===== config.mk =====
export PLATFORM = sky130hd
export DESIGN_NAME = wifi_frame_header_classifier_unit
export DESIGN_NICKNAME = d
export VERILOG_FILES = /design/src/rtl/whfc_pkg.sv /design/src/rtl/whfc_front.sv /design/src/rtl/whfc_queue.sv /design/src/rtl/whfc_back.sv /design/src/rtl/wifi_frame_header_classifier_unit.sv
export VERILOG_INCLUDE_DIRS = /design/src /design/src/rtl
export SDC_FILE = /design/constraint.sdc
export NUM_CORES = 2
export LEC_CHECK = 0
export BUFFER_PORTS_ARGS = -buffer_cell sky130_fd_sc_hd__buf_2
export CAP_MARGIN = 20
export CORE_MARGIN = 5
export CORE_UTILIZATION = 25
export DETAILED_ROUTE_END_ITERATION = 10
export SLEW_MARGIN = 20
export SYNTH_ARGS = -nofsm -noshare
export SYNTH_HDL_FRONTEND = slang
export SYNTH_SLANG_ARGS = --single-unit

===== constraint.sdc =====
create_clock -name clk -period 37.1 [get_ports clk]
set_input_delay 1.855 -clock clk [delete_from_list [all_inputs] [get_ports clk]]
set_output_delay 1.855 -clock clk [all_outputs]
set_load 0.02 [all_outputs]

===== src/rtl/assert_macros.svh =====
// ----------------------------------------------------------------------------
// Assertion macros
// Shared concurrent assertion forms for the frame header classifier.
// ----------------------------------------------------------------------------
`ifndef ASSERT_MACROS_SVH
`define ASSERT_MACROS_SVH

// Checked on every rising edge outside reset.
`define WHFC_ASSERT(label, prop, msg) \
  label: assert property (@(posedge clk) disable iff (!rst_n) prop) else $error(msg);

// Checked on every rising edge, reset included.
`define WHFC_ASSERT_ALWAYS(label, prop, msg) \
  label: assert property (@(posedge clk) prop) else $error(msg);

`endif


===== src/rtl/whfc_pkg.sv =====
// ----------------------------------------------------------------------------
// Frame header classifier package
// Beat types, result codes and queue sizing shared by the classifier modules.
// ----------------------------------------------------------------------------
package whfc_pkg;

  localparam int QUEUE_DEPTH = 4;

  localparam logic [1:0] CLASS_OTHER  = 2'd0;
  localparam logic [1:0] CLASS_BEACON = 2'd1;
  localparam logic [1:0] CLASS_DATA8  = 2'd2;
  localparam logic [1:0] CLASS_EAPOL  = 2'd3;

  localparam logic [2:0] SSID_NOT_BEACON = 3'd0;
  localparam logic [2:0] SSID_SHORT      = 3'd1;
  localparam logic [2:0] SSID_NO_ROOM    = 3'd2;
  localparam logic [2:0] SSID_INVALID    = 3'd3;
  localparam logic [2:0] SSID_VALID      = 3'd4;

  localparam logic KIND_CHAR    = 1'b0;
  localparam logic KIND_SUMMARY = 1'b1;

  typedef struct packed {
    logic [7:0]  data_byte;
    logic [11:0] frame_length;
    logic        byte_last;
  } in_beat_t;

  typedef struct packed {
    logic        result_kind;
    logic [7:0]  ssid_char;
    logic [1:0]  frame_class;
    logic [7:0]  control_byte;
    logic [47:0] dest_addr;
    logic [47:0] src_addr;
    logic [47:0] bss_addr;
    logic [63:0] beacon_time;
    logic [15:0] beacon_period;
    logic [15:0] capability_bits;
    logic [2:0]  ssid_status;
    logic        run_last;
  } out_beat_t;

  typedef struct packed {
    logic      has_char;
    logic [7:0] char_byte;
    logic      has_sum;
    out_beat_t sum;
  } job_t;

  typedef struct packed {
    logic valid;
    job_t job;
  } job_push_t;

  typedef struct packed {
    logic valid;
    job_t job;
  } job_head_t;

endpackage


===== src/rtl/whfc_front.sv =====
// ----------------------------------------------------------------------------
// Frame header classifier front end
// Takes one frame byte per beat, captures the header fields and queues the
// results that the byte causes as one job.
// ----------------------------------------------------------------------------
`include "assert_macros.svh"

module whfc_front
  import whfc_pkg::*;
#(
  parameter int LENGTH_BITS = 12
) (
  input  logic      clk,
  input  logic      rst_n,
  input  logic      take,
  input  in_beat_t  beat,
  output job_push_t push
);

  localparam int CW = ((LENGTH_BITS > 8) ? LENGTH_BITS : 8) + 1;
  localparam logic [LENGTH_BITS-1:0] POS_DEST_LO = LENGTH_BITS'(4);
  localparam logic [LENGTH_BITS-1:0] POS_DEST_HI = LENGTH_BITS'(9);
  localparam logic [LENGTH_BITS-1:0] POS_SRC_LO  = LENGTH_BITS'(10);
  localparam logic [LENGTH_BITS-1:0] POS_SRC_HI  = LENGTH_BITS'(15);
  localparam logic [LENGTH_BITS-1:0] POS_BSS_LO  = LENGTH_BITS'(16);
  localparam logic [LENGTH_BITS-1:0] POS_BSS_HI  = LENGTH_BITS'(21);
  localparam logic [LENGTH_BITS-1:0] POS_TIME_LO = LENGTH_BITS'(24);
  localparam logic [LENGTH_BITS-1:0] POS_TIME_HI = LENGTH_BITS'(31);
  localparam logic [LENGTH_BITS-1:0] POS_ETH_HI  = LENGTH_BITS'(30);
  localparam logic [LENGTH_BITS-1:0] POS_ETH_LO  = LENGTH_BITS'(31);
  localparam logic [LENGTH_BITS-1:0] POS_PER_LO  = LENGTH_BITS'(32);
  localparam logic [LENGTH_BITS-1:0] POS_PER_HI  = LENGTH_BITS'(33);
  localparam logic [LENGTH_BITS-1:0] POS_CAP_LO  = LENGTH_BITS'(34);
  localparam logic [LENGTH_BITS-1:0] POS_CAP_HI  = LENGTH_BITS'(35);
  localparam logic [LENGTH_BITS-1:0] POS_SSID_LEN = LENGTH_BITS'(37);
  localparam logic [LENGTH_BITS-1:0] POS_SSID_FIRST = LENGTH_BITS'(38);
  localparam logic [LENGTH_BITS-1:0] LEN_SHORT   = LENGTH_BITS'(24);
  localparam logic [LENGTH_BITS-1:0] LEN_NO_ROOM = LENGTH_BITS'(36);
  localparam logic [LENGTH_BITS-1:0] LEN_EAPOL   = LENGTH_BITS'(34);
  localparam logic [LENGTH_BITS-1:0] IDX_MAX     = {LENGTH_BITS{1'b1}};
  localparam logic [CW-1:0] SSID_BASE = CW'(37);
  localparam logic [7:0] ETH_HI_BYTE = 8'h88;
  localparam logic [7:0] ETH_LO_BYTE = 8'h8E;
  localparam logic [1:0] TYPE_MGMT = 2'd0;
  localparam logic [1:0] TYPE_DATA = 2'd2;
  localparam logic [3:0] SUB_EIGHT = 4'h8;

  logic [LENGTH_BITS-1:0] idx_r, idx_nxt;
  logic [LENGTH_BITS-1:0] len_r, len_nxt;
  logic [7:0]  ctl_r, ctl_nxt;
  logic [47:0] dest_r, dest_nxt;
  logic [47:0] src_r, src_nxt;
  logic [47:0] bss_r, bss_nxt;
  logic [63:0] time_r, time_nxt;
  logic [15:0] per_r, per_nxt;
  logic [15:0] cap_r, cap_nxt;
  logic [7:0]  ssid_len_r, ssid_len_nxt;
  logic [1:0]  eth_r, eth_nxt;
  logic        start;
  logic [7:0]  b;
  logic [1:0]  cls;
  logic [2:0]  status;
  logic [CW-1:0] ssid_end;
  logic        bfields;

  always_comb begin
    start   = (idx_r == '0);
    len_nxt = start ? LENGTH_BITS'(beat.frame_length) : len_r;
    b       = (idx_r < len_nxt) ? beat.data_byte : 8'h00;

    ctl_nxt      = start ? 8'h00 : ctl_r;
    dest_nxt     = start ? '0 : dest_r;
    src_nxt      = start ? '0 : src_r;
    bss_nxt      = start ? '0 : bss_r;
    time_nxt     = start ? '0 : time_r;
    per_nxt      = start ? '0 : per_r;
    cap_nxt      = start ? '0 : cap_r;
    ssid_len_nxt = start ? '0 : ssid_len_r;
    eth_nxt      = start ? '0 : eth_r;

    if (start) begin
      ctl_nxt = b;
    end else if (idx_r >= POS_DEST_LO && idx_r <= POS_DEST_HI) begin
      dest_nxt = {dest_r[39:0], b};
    end else if (idx_r >= POS_SRC_LO && idx_r <= POS_SRC_HI) begin
      src_nxt = {src_r[39:0], b};
    end else if (idx_r >= POS_BSS_LO && idx_r <= POS_BSS_HI) begin
      bss_nxt = {bss_r[39:0], b};
    end else if (idx_r >= POS_TIME_LO && idx_r <= POS_TIME_HI) begin
      time_nxt[idx_r[2:0]*8 +: 8] = time_r[idx_r[2:0]*8 +: 8] | b;
    end else if (idx_r == POS_PER_LO) begin
      per_nxt[7:0] = b;
    end else if (idx_r == POS_PER_HI) begin
      per_nxt[15:8] = b;
    end else if (idx_r == POS_CAP_LO) begin
      cap_nxt[7:0] = b;
    end else if (idx_r == POS_CAP_HI) begin
      cap_nxt[15:8] = b;
    end else if (idx_r == POS_SSID_LEN) begin
      ssid_len_nxt = b;
    end

    if (idx_r == POS_ETH_HI && b == ETH_HI_BYTE) begin
      eth_nxt[0] = 1'b1;
    end
    if (idx_r == POS_ETH_LO && b == ETH_LO_BYTE) begin
      eth_nxt[1] = 1'b1;
    end

    if (ctl_nxt[3:2] == TYPE_MGMT && ctl_nxt[7:4] == SUB_EIGHT) begin
      cls = CLASS_BEACON;
    end else if (ctl_nxt[3:2] == TYPE_DATA && ctl_nxt[7:4] == SUB_EIGHT) begin
      cls = (len_nxt > LEN_EAPOL && eth_nxt == 2'b11) ? CLASS_EAPOL : CLASS_DATA8;
    end else begin
      cls = CLASS_OTHER;
    end

    ssid_end = CW'(ssid_len_nxt) + SSID_BASE;
    if (cls != CLASS_BEACON) begin
      status = SSID_NOT_BEACON;
    end else if (len_nxt < LEN_SHORT) begin
      status = SSID_SHORT;
    end else if (len_nxt <= LEN_NO_ROOM) begin
      status = SSID_NO_ROOM;
    end else if (ssid_len_nxt == 8'h00 || ssid_end >= CW'(len_nxt)) begin
      status = SSID_INVALID;
    end else begin
      status = SSID_VALID;
    end
    bfields = (cls == CLASS_BEACON) && (len_nxt >= LEN_SHORT);

    if (beat.byte_last) begin
      idx_nxt = '0;
    end else if (idx_r != IDX_MAX) begin
      idx_nxt = idx_r + LENGTH_BITS'(1);
    end else begin
      idx_nxt = idx_r;
    end

    push.job.has_char  = (status == SSID_VALID) && (idx_r >= POS_SSID_FIRST)
                         && (CW'(idx_r) <= ssid_end);
    push.job.char_byte = b;
    push.job.has_sum   = beat.byte_last;
    push.job.sum.result_kind     = KIND_SUMMARY;
    push.job.sum.ssid_char       = 8'h00;
    push.job.sum.frame_class     = cls;
    push.job.sum.control_byte    = ctl_nxt;
    push.job.sum.dest_addr       = dest_nxt;
    push.job.sum.src_addr        = src_nxt;
    push.job.sum.bss_addr        = bss_nxt;
    push.job.sum.beacon_time     = bfields ? time_nxt : '0;
    push.job.sum.beacon_period   = bfields ? per_nxt : '0;
    push.job.sum.capability_bits = bfields ? cap_nxt : '0;
    push.job.sum.ssid_status     = status;
    push.job.sum.run_last        = 1'b1;
    push.valid = take && (push.job.has_char || push.job.has_sum);
  end

  always_ff @(posedge clk) begin
    if (!rst_n) begin
      idx_r      <= '0;
      len_r      <= '0;
      ctl_r      <= '0;
      dest_r     <= '0;
      src_r      <= '0;
      bss_r      <= '0;
      time_r     <= '0;
      per_r      <= '0;
      cap_r      <= '0;
      ssid_len_r <= '0;
      eth_r      <= '0;
    end else if (take) begin
      idx_r      <= idx_nxt;
      len_r      <= len_nxt;
      ctl_r      <= ctl_nxt;
      dest_r     <= dest_nxt;
      src_r      <= src_nxt;
      bss_r      <= bss_nxt;
      time_r     <= time_nxt;
      per_r      <= per_nxt;
      cap_r      <= cap_nxt;
      ssid_len_r <= ssid_len_nxt;
      eth_r      <= eth_nxt;
    end
  end

  `WHFC_ASSERT(char_needs_beacon, push.valid && push.job.has_char |-> cls == CLASS_BEACON, "SSID character queued for a frame that is not a beacon")
  `WHFC_ASSERT(last_restarts_frame, take && beat.byte_last |=> idx_r == '0, "Byte index did not return to the frame start after the last byte")

endmodule


===== src/rtl/whfc_queue.sv =====
// ----------------------------------------------------------------------------
// Frame header classifier job queue
// Short first-in first-out store that decouples the front end from the
// result stage.
// ----------------------------------------------------------------------------
`include "assert_macros.svh"

module whfc_queue
  import whfc_pkg::*;
(
  input  logic      clk,
  input  logic      rst_n,
  input  job_push_t push,
  input  logic      pop,
  output job_head_t head,
  output logic      full
);

  localparam int PW = $clog2(QUEUE_DEPTH);
  localparam int CNTW = $clog2(QUEUE_DEPTH + 1);
  localparam logic [CNTW-1:0] DEPTH_CNT = CNTW'(QUEUE_DEPTH);

  job_t            slots_r [QUEUE_DEPTH];
  logic [PW-1:0]   wr_ptr_r, wr_ptr_nxt;
  logic [PW-1:0]   rd_ptr_r, rd_ptr_nxt;
  logic [CNTW-1:0] count_r, count_nxt;
  logic            do_pop;

  always_comb begin
    do_pop     = pop && (count_r != '0);
    wr_ptr_nxt = push.valid ? PW'((32'(wr_ptr_r) + 1) % QUEUE_DEPTH) : wr_ptr_r;
    rd_ptr_nxt = do_pop ? PW'((32'(rd_ptr_r) + 1) % QUEUE_DEPTH) : rd_ptr_r;
    count_nxt  = count_r + CNTW'(push.valid) - CNTW'(do_pop);
    head.valid = (count_r != '0);
    head.job   = slots_r[rd_ptr_r];
    full       = (count_r == DEPTH_CNT);
  end

  always_ff @(posedge clk) begin
    if (push.valid) begin
      slots_r[wr_ptr_r] <= push.job;
    end
  end

  always_ff @(posedge clk) begin
    if (!rst_n) begin
      wr_ptr_r <= '0;
      rd_ptr_r <= '0;
      count_r  <= '0;
    end else begin
      wr_ptr_r <= wr_ptr_nxt;
      rd_ptr_r <= rd_ptr_nxt;
      count_r  <= count_nxt;
    end
  end

  `WHFC_ASSERT(no_push_when_full, full |-> !push.valid, "Job written into a full queue")
  `WHFC_ASSERT(count_in_range, count_r <= DEPTH_CNT, "Queue fill count beyond its depth")

endmodule


===== src/rtl/whfc_back.sv =====
// ----------------------------------------------------------------------------
// Frame header classifier result stage
// Turns each queued job into one or two result beats through an output
// register.
// ----------------------------------------------------------------------------
`include "assert_macros.svh"

module whfc_back
  import whfc_pkg::*;
(
  input  logic      clk,
  input  logic      rst_n,
  input  job_head_t head,
  output logic      pop,
  output logic      out_valid,
  input  logic      out_stall,
  output out_beat_t out_beat
);

  logic      out_valid_r;
  out_beat_t out_beat_r, out_beat_nxt;
  logic      char_done_r, char_done_nxt;
  logic      load;
  logic      send_char;

  always_comb begin
    load      = !out_valid_r || !out_stall;
    send_char = head.job.has_char && !char_done_r;

    out_beat_nxt = head.job.sum;
    if (send_char) begin
      out_beat_nxt = '0;
      out_beat_nxt.result_kind = KIND_CHAR;
      out_beat_nxt.ssid_char   = head.job.char_byte;
      out_beat_nxt.run_last    = !head.job.has_sum;
    end

    pop           = load && head.valid && !(send_char && head.job.has_sum);
    char_done_nxt = char_done_r;
    if (load && head.valid) begin
      char_done_nxt = send_char && head.job.has_sum;
    end
  end

  always_ff @(posedge clk) begin
    if (!rst_n) begin
      out_valid_r <= 1'b0;
      char_done_r <= 1'b0;
    end else begin
      char_done_r <= char_done_nxt;
      if (load) begin
        out_valid_r <= head.valid;
      end
    end
  end

  always_ff @(posedge clk) begin
    if (load && head.valid) begin
      out_beat_r <= out_beat_nxt;
    end
  end

  assign out_valid = out_valid_r;
  assign out_beat  = out_beat_r;

  `WHFC_ASSERT(char_then_summary, out_valid && !out_stall && out_beat.result_kind == KIND_CHAR && !out_beat.run_last |=> out_valid && out_beat.result_kind == KIND_SUMMARY, "Summary did not follow its SSID character")
  `WHFC_ASSERT_ALWAYS(idle_after_reset, !rst_n |=> !out_valid, "Result valid straight after reset")

endmodule


===== src/rtl/wifi_frame_header_classifier_unit.sv =====
// ----------------------------------------------------------------------------
// Wi-Fi frame header classifier
// Classifies 802.11 frames byte by byte, captures the header fields and
// returns SSID characters and an end-of-frame summary.
// ----------------------------------------------------------------------------
// Channel   Direction  Handshake            Beat type
// in_       input      in_valid / in_stall  in_beat_t, one frame byte
// out_      output     out_valid / out_stall out_beat_t, one result
//
// One byte is taken every cycle while the job queue has room; the front end
// classifies it in that cycle. The output register delivers one result per
// cycle while out_stall is low, so a last byte with an SSID character gives
// two results. Synchronous reset clears the frame state, queue and output.
// A stall on the output fills the queue, after which in_stall rises.
// ----------------------------------------------------------------------------
module wifi_frame_header_classifier_unit
  import whfc_pkg::*;
#(
  parameter int LENGTH_BITS = 12
) (
  input  logic      clk,
  input  logic      rst_n,
  input  logic      in_valid,
  output logic      in_stall,
  input  in_beat_t  in_beat,
  output logic      out_valid,
  input  logic      out_stall,
  output out_beat_t out_beat
);

  job_push_t push;
  job_head_t head;
  logic      pop;
  logic      q_full;
  logic      take;

  assign in_stall = q_full;
  assign take     = in_valid && !q_full;

  whfc_front #(
    .LENGTH_BITS(LENGTH_BITS)
  ) u_front (
    .clk  (clk),
    .rst_n(rst_n),
    .take (take),
    .beat (in_beat),
    .push (push)
  );

  whfc_queue u_queue (
    .clk  (clk),
    .rst_n(rst_n),
    .push (push),
    .pop  (pop),
    .head (head),
    .full (q_full)
  );

  whfc_back u_back (
    .clk      (clk),
    .rst_n    (rst_n),
    .head     (head),
    .pop      (pop),
    .out_valid(out_valid),
    .out_stall(out_stall),
    .out_beat (out_beat)
  );

endmodule


==> results.sh <==
export IMPL_post_cts_buffers=0
export IMPL_hpwl_um=109000
export IMPL_report_final_slew_viol_count=0
export IMPL_clk_pin_slew_ps=60
export IMPL_critical_path_arrival_ps=11000
export IMPL_die_width_um=517
export IMPL_syn_to_final_growth_pct=16.9
export IMPL_syn_area_per_cell_um2=15.3
export IMPL_fin_area_um2=75000
export IMPL_critPathMaxFanout=62
export IMPL_seq_area_frac_synth=0.707
export IMPL_ys_flop_type="edfxtp_1"
export IMPL_initial_core_util=0.250
export IMPL_grt_pass1_wl_um=251000
export IMPL_cp_end_kind="flop"
export IMPL_r2r_cells=31
export IMPL_worst_setup_path_type="reg -> reg"
export IMPL_portBuffers=289
export IMPL_synth_top_family_by_area="multiplexers"
export IMPL_clock_path_buffers=3
export IMPL_hold_buffers=0
export IMPL_cts_root_buffer="clkbuf_16"
export IMPL_grt_max_degree=196
export IMPL_netlist_area_um2=64100
export IMPL_vdd_ir_drop_max_mv=0.0378
export IMPL_postPlaceCellArea_um2=69300
export IMPL_synth_compound_area_frac=0.0641
export IMPL_r2r_start="u_front.idx_r[0]$_SDFFE_PN0P_"
export IMPL_gp_congestion=0.808
export IMPL_r2r_slack_ps=26480
export IMPL_hold_path_class="reg -> reg"
export IMPL_num_rows=186
export IMPL_synth_area_mux_share=0.101
export IMPL_htreeDepth=4
export IMPL_leakage_uw=0.0244
export IMPL_vias_per_cell=4.56
export IMPL_drc=0
export IMPL_finalHoldViolations=0
export IMPL_slew_headroom=0.253
export IMPL_timing_final_crit_share=0.286
export IMPL_powerDensity_nw_per_um2=68.1
export IMPL_cts_sinks=1608
export IMPL_ioPinCount=290
export IMPL_cp_data_required_time_ps=37480
export IMPL_hold_end="u_front.dest_r[42]$_SDFFE_PN0P_"
export IMPL_hold_depth=2
export IMPL_status="completed"
export IMPL_crit_path_frequent_cell="ha_1"
export IMPL_grt_setup_unrepaired="no"
export IMPL_max_freq_mhz=94.1
export IMPL_die_h_um=517
export IMPL_period_minus_slack_ps=10620
export IMPL_yosysMostFrequentCell="edfxtp_1"
export IMPL_cap_violations=0
export IMPL_drt_iter0_drc=3480
export IMPL_synth_simple_gate_area_frac=0.0987
export IMPL_ant_nets=0
export IMPL_r2r_end="u_queue.slots_r[2][249]$_DFFE_PP_"
export IMPL_routedWlPerCell_um=21.7
export IMPL_syn_nets=4253
export IMPL_fin_ws_ps=26480
export IMPL_synth_fa_ha_area_frac=0.00831
export IMPL_synth_xor_xnor_area_share=0.00259
export IMPL_grt_pass1_vias=35900
export IMPL_grt_overflow_total=0
export IMPL_ys_types=67
export IMPL_drive_gt1_frac=0.196
export IMPL_cts_resized=0
export IMPL_firstDrtPassIters=6
export IMPL_cts_tree="built"
export IMPL_async_flop_share=0
export IMPL_worst_hold_startpoint="u_front.dest_r[42]$_SDFFE_PN0P_"
export IMPL_synth_edff_count=1315
export IMPL_cp_slowest_cell="buf_4"
export IMPL_clock_latency_ps=830
export IMPL_skew_ps=75.7
export IMPL_vias=36400
export IMPL_cts_buffers=167
export IMPL_grt_usage=0.126
export IMPL_worstMarginPinSlew_ps=1120
export IMPL_synth_top_cells_by_area="edfxtp_1 62%, mux4_2 9.8%, dfxtp_1 9.1%"
export IMPL_setup_viol=0
export IMPL_yosys_warnings=0
export IMPL_yosys_register_bits=1608
export IMPL_nets=4495
export IMPL_syn_inst=4186
export IMPL_finalSetupTns_ps=0
export IMPL_start_kind="flop"
export IMPL_yosys_area_top_type="edfxtp_1"
export IMPL_grt_antenna_before_repair=34
export IMPL_die_area_um2=267000
export IMPL_core_area_um2=256000
export IMPL_slowest_delay_ps=880
export IMPL_preCtsSetupSlack_ps=26380
export IMPL_synth_top_cell_area_share=0.616
export IMPL_routed_wl_um=173000
export IMPL_synth_commonest_cells="1315 x edfxtp_1, 592 x nand2_1, 348 x nor2b_1"
-- routing by layer --
layer	vias up	share of wire	GRT usage
li1	16200	-	-
met1	18700	0.44	0.171
met2	1176	0.48	0.206
met3	232	0.061	0.0242
met4	4	0.020	0.0321
met5	-	0.00018	0
-- worst max-delay path, delay by kind of cell, from the launching register on --
| kind | cells | cell delay [ps] |
|---|---|---|
| AO/OA/AOI/OAI | 11 | 2750 |
| XOR/XNOR | 1 | 270 |
| flip-flops | 1 | 310 |
| adder cells (fa/ha/maj) | 4 | 1210 |
| AND/OR/NAND/NOR | 7 | 2520 |
| buffers and inverters | 6 | 2130 |
| multiplexers | 2 | 890 |
-- area by class of cell --
type                    count  area, um^2
fillers                 25400      181000
multi-input cells        2273       17700
well taps                3384        4230
flip-flops and latches   1608       45400
diodes                     12        30.0
clock inverters            82         868
inverters                  36         135
clock buffers             234        4700
repair buffers            342        1940
-- how the worst max path moves through the flow --
stage / slack [ps] / end / from / cells after the start
3_5_place_dp: 26380 / u_queue.slots_r[2][225]$_DFFE_PP_ / u_front.idx_r[0]$_SDFFE_PN0P_ / 29
4_1_cts: 26290 / u_queue.slots_r[2][163]$_DFFE_PP_ / u_front.idx_r[0]$_SDFFE_PN0P_ / 29
2_1_floorplan: 20280 / u_queue.count_r[2]$_SDFF_PN0_ / out_stall / 10
3_3_place_gp: 26280 / u_queue.slots_r[2][219]$_DFFE_PP_ / in_beat[4] / 26
5_1_grt: 25600 / u_queue.slots_r[2][243]$_DFFE_PP_ / u_front.idx_r[0]$_SDFFE_PN0P_ / 29
6_report: 26480 / u_queue.slots_r[2][249]$_DFFE_PP_ / u_front.idx_r[0]$_SDFFE_PN0P_ / 31
-- power by group --
| group | switching, uW | internal, uW |
|---|---|---|
| registers | 117 | 2220 |
| logic | 732 | 362 |
| clock network | 727 | 947 |
-- kinds of logic (layout without fill, tap and decap cells) --
logic type | count (synthesis) | count (layout)
adders and majority gates | 42 | 42
DFF | 1608 | 1608
xor gates and xnor gates | 19 | 19
buffers and inverters | 305 | 694
and+or+nand+nor | 1315 | 1315
muxes | 299 | 299
AOI/OAI and AO/OA | 598 | 598
other | 0 | 12
-- flip-flops by register name, summed over array words and instances (netlist names), named ones only --
name,cells
u_front.ssid_len_r,8
u_front.len_r,12
u_back.out_beat,263
u_front.src_r,48
u_queue.slots_r,1052
u_front.per_r,16
u_front.time_r,64
u_queue.rd_ptr_r,2
u_front.ctl_r,8
u_front.bss_r,48
u_queue.wr_ptr_r,2
u_front.eth_r,2
u_front.dest_r,48
u_front.cap_r,16
u_back.char_done_r,1
u_queue.count_r,3
u_front.idx_r,12
u_back.out_valid,1
-- through the flow --
step | power, uW | hold slack (ps) | util | cells
after detailed placement | 3520 | 460 | 0.271 | 7642
after global placement | 3520 | 453 | 0.271 | 7642
after global routing | 5350 | 493 | 0.293 | 7968
after floorplan | 3110 | 441 | - | 4186
after CTS | 5210 | 468 | 0.292 | 7958
final | 5110 | 467 | 0.293 | 7971
-- placed cells by master, fill, tap and decap left out, types with 18 or more instances in the layout --
| cell type | n |
|---|---|
| edfxtp_1 | 1315 |
| nand2_1 | 592 |
| nor2b_1 | 346 |
| dfxtp_1 | 291 |
| buf_2 | 288 |
| mux4_2 | 279 |
| nor2_1 | 176 |
| clkbuf_16 | 172 |
| a21oi_1 | 151 |
| a21boi_0 | 150 |
| a22oi_1 | 116 |
| a22o_1 | 51 |
| nor3_1 | 47 |
| o21ai_0 | 47 |
| clkbuf_1 | 46 |
| buf_4 | 45 |
| and2_1 | 42 |
| ha_1 | 41 |
| inv_1 | 33 |
| clkinv_1 | 26 |
| clkinv_2 | 25 |
| nand3_1 | 23 |
| mux2i_1 | 20 |
| o211a_1 | 18 |
| a31oi_1 | 18 |
(Power assumes the default switching activity.)
